File: src/hdl/big_endian_two_region_memory_core_macros.svh
// ----------------------------------------------------------------------------
// big_endian_two_region_memory_core_macros
// Assertion macros for the two-region memory core.
// ----------------------------------------------------------------------------
// Each macro expects signals named clk and arst_n in the scope of use.
`ifndef BIG_ENDIAN_TWO_REGION_MEMORY_CORE_MACROS_SVH
`define BIG_ENDIAN_TWO_REGION_MEMORY_CORE_MACROS_SVH

// Condition holds at every edge outside reset.
`define BETRM_ASSERT_ALWAYS(label, cond, msg) \
	label: assert property (@(posedge clk) disable iff (!arst_n) (cond)) \
		else $error(msg);

// Consequent holds in the same cycle as the antecedent.
`define BETRM_ASSERT_IMPL(label, ante, cons, msg) \
	label: assert property (@(posedge clk) disable iff (!arst_n) (ante) |-> (cons)) \
		else $error(msg);

// Consequent holds in the cycle after the antecedent.
`define BETRM_ASSERT_NEXT(label, ante, cons, msg) \
	label: assert property (@(posedge clk) disable iff (!arst_n) (ante) |=> (cons)) \
		else $error(msg);

`endif

File: src/hdl/betrm_pkg.sv
// ----------------------------------------------------------------------------
// betrm_pkg
// Shared codes, widths and control types of the two-region memory core.
// ----------------------------------------------------------------------------
`default_nettype none

package betrm_pkg;

	localparam int ACTION_W   = 2;
	localparam int ADDR_W     = 32;
	localparam int SIZE_W     = 2;
	localparam int DATA_W     = 64;
	localparam int CFG_SIZE_W = 17;
	localparam int CFG_IDX_W  = 1;
	localparam int BYTE_W     = 8;
	localparam int BYTES      = 8;
	localparam int LANE_W     = 3;
	localparam int LEN_W      = 4;

	localparam logic [ACTION_W-1:0] ACT_READ  = 2'd0;
	localparam logic [ACTION_W-1:0] ACT_WRITE = 2'd1;
	localparam logic [ACTION_W-1:0] ACT_CLEAR = 2'd2;

	localparam logic [CFG_IDX_W-1:0] REG_REGION_ONE_SIZE = 1'b0;
	localparam logic [CFG_IDX_W-1:0] REG_REGION_TWO_SIZE = 1'b1;

	localparam logic [CFG_SIZE_W-1:0] CFG_SIZE_RESET = 17'd65536;

	// Mirrored-address handling: high bit set folds onto the low 30 bits.
	localparam int            MIRROR_BIT = 31;
	localparam logic [ADDR_W-1:0] PHYS_MASK = 32'h3FFF_FFFF;

	typedef struct packed {
		logic load;    // capture an accepted item
		logic exec;    // access the banks with the held item
		logic clr_en;  // zero one row of every bank
		logic finish;  // load the result register
	} betrm_cmd_t;

	typedef struct packed {
		logic is_clear;  // held item is a clear
		logic out_free;  // result register can take a result this cycle
	} betrm_stat_t;

endpackage

`default_nettype wire

File: src/hdl/betrm_ctrl.sv
// ----------------------------------------------------------------------------
// betrm_ctrl
// Controller: sequences item accept, bank access, result hand-off and the
// row-by-row clearing sweep.
// ----------------------------------------------------------------------------
`default_nettype none

`include "big_endian_two_region_memory_core_macros.svh"

module betrm_ctrl import betrm_pkg::*; #(
	parameter int CLR_ROWS = 8192
) (
	input  wire logic                        clk,
	input  wire logic                        arst_n,
	input  wire logic                        in_valid,
	output logic                             in_ready,
	input  wire betrm_stat_t                 status,
	output betrm_cmd_t                       cmd,
	output logic [$clog2(CLR_ROWS)-1:0]      clr_row
);

	localparam int CLR_W = $clog2(CLR_ROWS);

	localparam logic [1:0] ST_CLEAR = 2'd0;
	localparam logic [1:0] ST_IDLE  = 2'd1;
	localparam logic [1:0] ST_EXEC  = 2'd2;
	localparam logic [1:0] ST_DONE  = 2'd3;

	logic [1:0]       state_q;
	logic [1:0]       state_d;
	logic [CLR_W-1:0] row_q;
	logic             report_q;
	logic             last_row;

	assign last_row = (row_q == CLR_W'(CLR_ROWS - 1));

	always_comb begin
		state_d    = state_q;
		in_ready   = 1'b0;
		cmd.exec   = 1'b0;
		cmd.clr_en = 1'b0;
		cmd.finish = 1'b0;
		unique case (state_q)
			ST_CLEAR: begin
				cmd.clr_en = 1'b1;
				if (last_row) begin
					state_d = report_q ? ST_DONE : ST_IDLE;
				end
			end
			ST_IDLE: begin
				in_ready = 1'b1;
				if (in_valid) begin
					state_d = ST_EXEC;
				end
			end
			ST_EXEC: begin
				cmd.exec = 1'b1;
				state_d  = status.is_clear ? ST_CLEAR : ST_DONE;
			end
			ST_DONE: begin
				if (status.out_free) begin
					cmd.finish = 1'b1;
					in_ready   = 1'b1;
					state_d    = in_valid ? ST_EXEC : ST_IDLE;
				end
			end
			default: begin
				state_d = ST_IDLE;
			end
		endcase
		cmd.load = in_valid && in_ready;
	end

	assign clr_row  = row_q;

	always_ff @(posedge clk or negedge arst_n) begin
		if (!arst_n) begin
			state_q  <= ST_CLEAR;
			row_q    <= '0;
			report_q <= 1'b0;
		end else begin
			state_q <= state_d;
			if (state_q == ST_CLEAR) begin
				row_q <= row_q + CLR_W'(1);
				if (last_row) begin
					report_q <= 1'b0;
				end
			end else if (state_q == ST_EXEC && status.is_clear) begin
				row_q    <= '0;
				report_q <= 1'b1;
			end
		end
	end

	`BETRM_ASSERT_NEXT(a_accept_to_exec, in_valid && in_ready, state_q == ST_EXEC, "accept did not start access")
	`BETRM_ASSERT_IMPL(a_finish_free, cmd.finish, status.out_free, "result loaded over a pending result")
	`BETRM_ASSERT_ALWAYS(a_exec_vs_clear, !(cmd.exec && cmd.clr_en), "access during clear sweep")
	`BETRM_ASSERT_NEXT(a_exec_to_done, state_q == ST_EXEC && !status.is_clear, state_q == ST_DONE, "access did not complete")

endmodule

`default_nettype wire

File: config.mk
export PLATFORM = sky130hd
export DESIGN_NAME = betrm_ctrl
export DESIGN_NICKNAME = d
export VERILOG_FILES = /design/src/hdl/betrm_pkg.sv /design/src/hdl/betrm_ctrl.sv
export VERILOG_INCLUDE_DIRS = /design/src /design/src/hdl
export SDC_FILE = /design/constraint.sdc
export NUM_CORES = 1
export LEC_CHECK = 0
export ABC_AREA = 1
export BUFFER_PORTS_ARGS = -buffer_cell sky130_fd_sc_hd__buf_4
export CELL_PAD_IN_SITES_DETAIL_PLACEMENT = 1
export CELL_PAD_IN_SITES_GLOBAL_PLACEMENT = 1
export CORE_UTILIZATION = 38
export CTS_BUF_LIST = sky130_fd_sc_hd__clkbuf_8
export DETAILED_ROUTE_END_ITERATION = 8
export PLACE_DENSITY_LB_ADDON = 0.1
export SYNTH_ARGS = -nofsm -noshare
export SYNTH_HDL_FRONTEND = slang
export SYNTH_SLANG_ARGS = --single-unit
File: constraint.sdc
create_clock -name clk -period 1.6 [get_ports clk]
set_clock_uncertainty 0.05 [all_clocks]
set_input_delay 0.48 -clock clk [delete_from_list [all_inputs] [get_ports clk]]
set_output_delay 0.48 -clock clk [all_outputs]
set_load 0.01 [all_outputs]
# After elaboration in Yosys (flattened, before gate mapping)
# Cells that the tools add are included.
[classes]
add_sub_neg = 1
eq_ne = 7
mux = 17
n_reduce_logical = 6
[ops]
columns = ["op", "count"]
rows = [
  ["$mux W13", 2],
  ["$add A13 B1 Y13 const B", 1],
  ["$eq A13 B13 Y1 const B", 1],
  ["$mux W2", 6],
  ["$pmux W2 S4", 1],
  ["$mux W1", 7],
  ["$ne A2 B2 Y1 const B", 3],
  ["$eq A2 B2 Y1 const B", 2],
  ["$reduce_and A3 Y1", 1],
  ["$eq A2 B1 Y1 const B", 1],
  ["$logic_and A1 B1 Y1", 2],
  ["$logic_not A2 Y1", 1],
  ["$pmux W1 S2", 1],
  ["$reduce_and A2 Y1", 1],
  ["$reduce_bool A2 Y1", 1],
]
[word_totals]
ff_bits = 16
out_inout_bits = 18
elab_cells = 34

# Logic depth before layout (Yosys ltp)
[depth]
depth_word = 4
depth_mapped = 8
mapped_depth_nobuf = 8

# Least setup slack after synthesis
# No wires, ideal clock.
[synth_timing]
path_kind = "reg2out"
startpoint = "register state_q[0]"
endpoint = "output cmd[3] (netlist name)"
t_arrival_ps = 862
required_ps = 1070
slack_ps = 208
stages_incl_launch_ff = 3
n_path_buf = 0
path_cell_list = "dfrtp_1 -> inv_2 -> nor3_1"
[synth_lines]
columns = ["element", "line", "text"]
rows = [
  ["start: declaration", "betrm_ctrl.sv:29", "logic [1:0] state_q;"],
  ["start signal: assignment", "betrm_ctrl.sv:82", "state_q <= state_d;"],
  ["end: declaration", "betrm_ctrl.sv:18", "output betrm_cmd_t cmd,"],
]

==> results.cfg <==
[place]
place_area_um2 = 1140
dp.final_hpwl_um = 1910
gp_congestion = 0.864
numPortBuffers = 22

[clock_tree]
clockBufferDepth = 2
clk_latency_ns = 0.25
cts_tree = yes
cts_buffers = 3
clkSlewWorstSetupHoldPaths_ns = 0.06
clock-sinks = 16
holdBufCountCts = 0
cts_root_buf = clkbuf_8
cts-htree-levels = 1

[sta]
finalCriticalPeriod_ns = 1.61
max_freq_mhz = 621
hold_violations = 0
whs_ns = 0.0341
drv_slew = 0
fin_crit_sh = 1.01
relSlewSlack = 0.767
rsz0062_at_grt = true
setup_viol = 2
worst_pin_slew_ns = 0.348
layout_setup_ws_ns = -0.00976

[flow_run]
cap_violations = 0

[global_routing]
antenna_found_initial = 0
grt_max_degree = 17
overflow = 0
grt_pass1_wl_um = 4510
groute.usage.overall = 0.227
first_global_vias = 959

[worst_setup_path]
critPathMaxFanout = 3
critPathRequiredTime_ns = 1.07
crit_type = reg2out
worstSetupStartpointType = flip-flop
arrival_ns = 1.08
r2r_cells = 7
end_kind = output port

[yosys]
ys_ff_latch = 16
synth_area_leaders = dfrtp_1 42%, nand2_1 16%, nand3_1 11%
synth.avg_cell_area_um2 = 6.98
synthCells = 138
synth_top_area_cell = dfrtp_1
synth.distinct_cells = 19
synth_warnings = 0
synth_top_area_frac = 0.416
syn-num-nets = 144
netlist_area_um2 = 963
ys_seq_area_frac = 0.416

[power]
p_total_mw = 1.98
leakage_nw = 0.642
ir_drop_mv = 1.12
power_density_nw_per_um2 = 1550

[routing]
wirelength_um = 2930
wl_per_cell_um = 15.2
final_antenna_net_count = 0
drt_iter0_markers = 18
drc = 0
num_vias = 1022
vias_per_cell = 5.30
first_pass_iters = 4

[floorplan]
die_height_um = 52.4
core_area_um2 = 2300
pin_count = 23
dieArea_um2 = 2740
rows = 17
dieWidth_um = 52.4
initial_utilization = 0.419

[min_path]
hold_class = in2async

[status]
status = complete, but fails checks
violations = setup timing

[layout]
drive_gt1_frac = 0.273
finalNetCount = 173
area_growth_pct = 33.0
num_antenna_cells = 0
fill_cells = 305
stdcell_area_um2 = 1280
repair_timing:
item / 4_1_cts / 5_1_grt
endpoints found under the setup margin: 3 / 4
resized for setup: 7 / 8
buffers inserted: 4 / 0
pin swaps: 3 / 3
gates cloned: 0 / 0
cells in the final DEF, fill, tap and decap left out:
cell	count
nor2_4	3
o21ai_0	1
nand4_1	3
ha_1	1
dfrtp_2	2
buf_4	22
nand3_1	22
inv_1	16
nand2_4	1
o21ai_1	8
buf_12	1
inv_4	2
and2_1	1
nand2_1	39
clkbuf_8	3
nor2_1	11
nand2_2	2
dfrtp_1	14
nand3b_1	1
buf_6	4
nor3_1	2
nor3_4	1
inv_2	1
a21oi_1	1
nor2_2	3
Yosys cell counts:
| master | n |
|---|---|
| nor2_2 | 4 |
| and2_1 | 1 |
| inv_2 | 3 |
| nand3_1 | 22 |
| buf_2 | 1 |
| nor2_4 | 1 |
| nor3_1 | 3 |
| nand2_1 | 40 |
| o21ai_1 | 8 |
| nand2_2 | 2 |
| a21oi_1 | 1 |
| nand3b_1 | 1 |
| nor2_1 | 12 |
| o21ai_0 | 1 |
| dfrtp_1 | 16 |
| ha_1 | 1 |
| inv_1 | 16 |
| buf_6 | 2 |
| nand4_1 | 3 |
state kept, by name, indices dropped and copies added, names as in the netlist:
register,cells
clr_row,13
state_q,2
report_q,1
final timing paths:
check	from	to	slack, ns
max	state_q[1]	cmd[2]	-0.01
max reg2reg	state_q[1]	state_q[0]	0.14
min in group clk	report_q	report_q	0.45
min reg2reg	report_q	report_q	0.45
min	arst_n	clr_row[5]	0.03
max in group asynchronous	arst_n	state_q[1]	1.26
worst max-delay path, cell delays in order, from the launching register on:
cell and delay [ns]:
dfrtp_2 0.39, inv_4 0.05, buf_4 0.15, nor2_4 0.12
buf_6 0.11
logic make-up (layout without fill, tap and decap cells):
family,after synthesis,count (layout),share of synthesized area
AO/OA/AOI/OAI,10,10,0.0519
flip-flops,16,16,0.416
AND/OR/NAND/NOR,89,89,0.417
adder cells (fa/ha/maj),1,1,0.0130
buffers and inverters,22,49,0.103
metrics by stage:
stage	setup TNS (ns)	instances	utilization	worst slack (ns)
after floorplan	0	138	-	0.208
after global placement	0	186	0.498	0.119
after detailed placement	0	186	0.498	0.0749
after CTS	-0.0308	193	0.544	-0.0189
after global routing	-0.175	193	0.558	-0.0469
final	-0.0161	193	0.558	-0.00976
report_power, final:
part           leakage (nW)  total [mW]  internal (mW)  switching, mW
Clock                0.0216       0.307          0.167          0.140
Combinational         0.412        1.05          0.465          0.581
Sequential            0.208       0.628          0.498          0.131
final cells by class:
type | count | area (µm²) | share of cell area
clock buffer | 3 | 41.3 | 0.0322
inverter | 19 | 76.3 | 0.0596
multi-input combinational | 100 | 495 | 0.387
sequential | 16 | 403 | 0.314
tap | 28 | 35.0 | 0.0273
timing repair buffer | 27 | 230 | 0.180
metal layers:
layer,up-vias,GRT usage,share of wire
met2,22,0.363,0.50
met1,500,0.309,0.46
li1,496,-,-
met5,-,0,0
met4,0,0.0789,0.0085
met3,4,0.0348,0.031
Note: power is estimated with default switching activity, not from simulation.
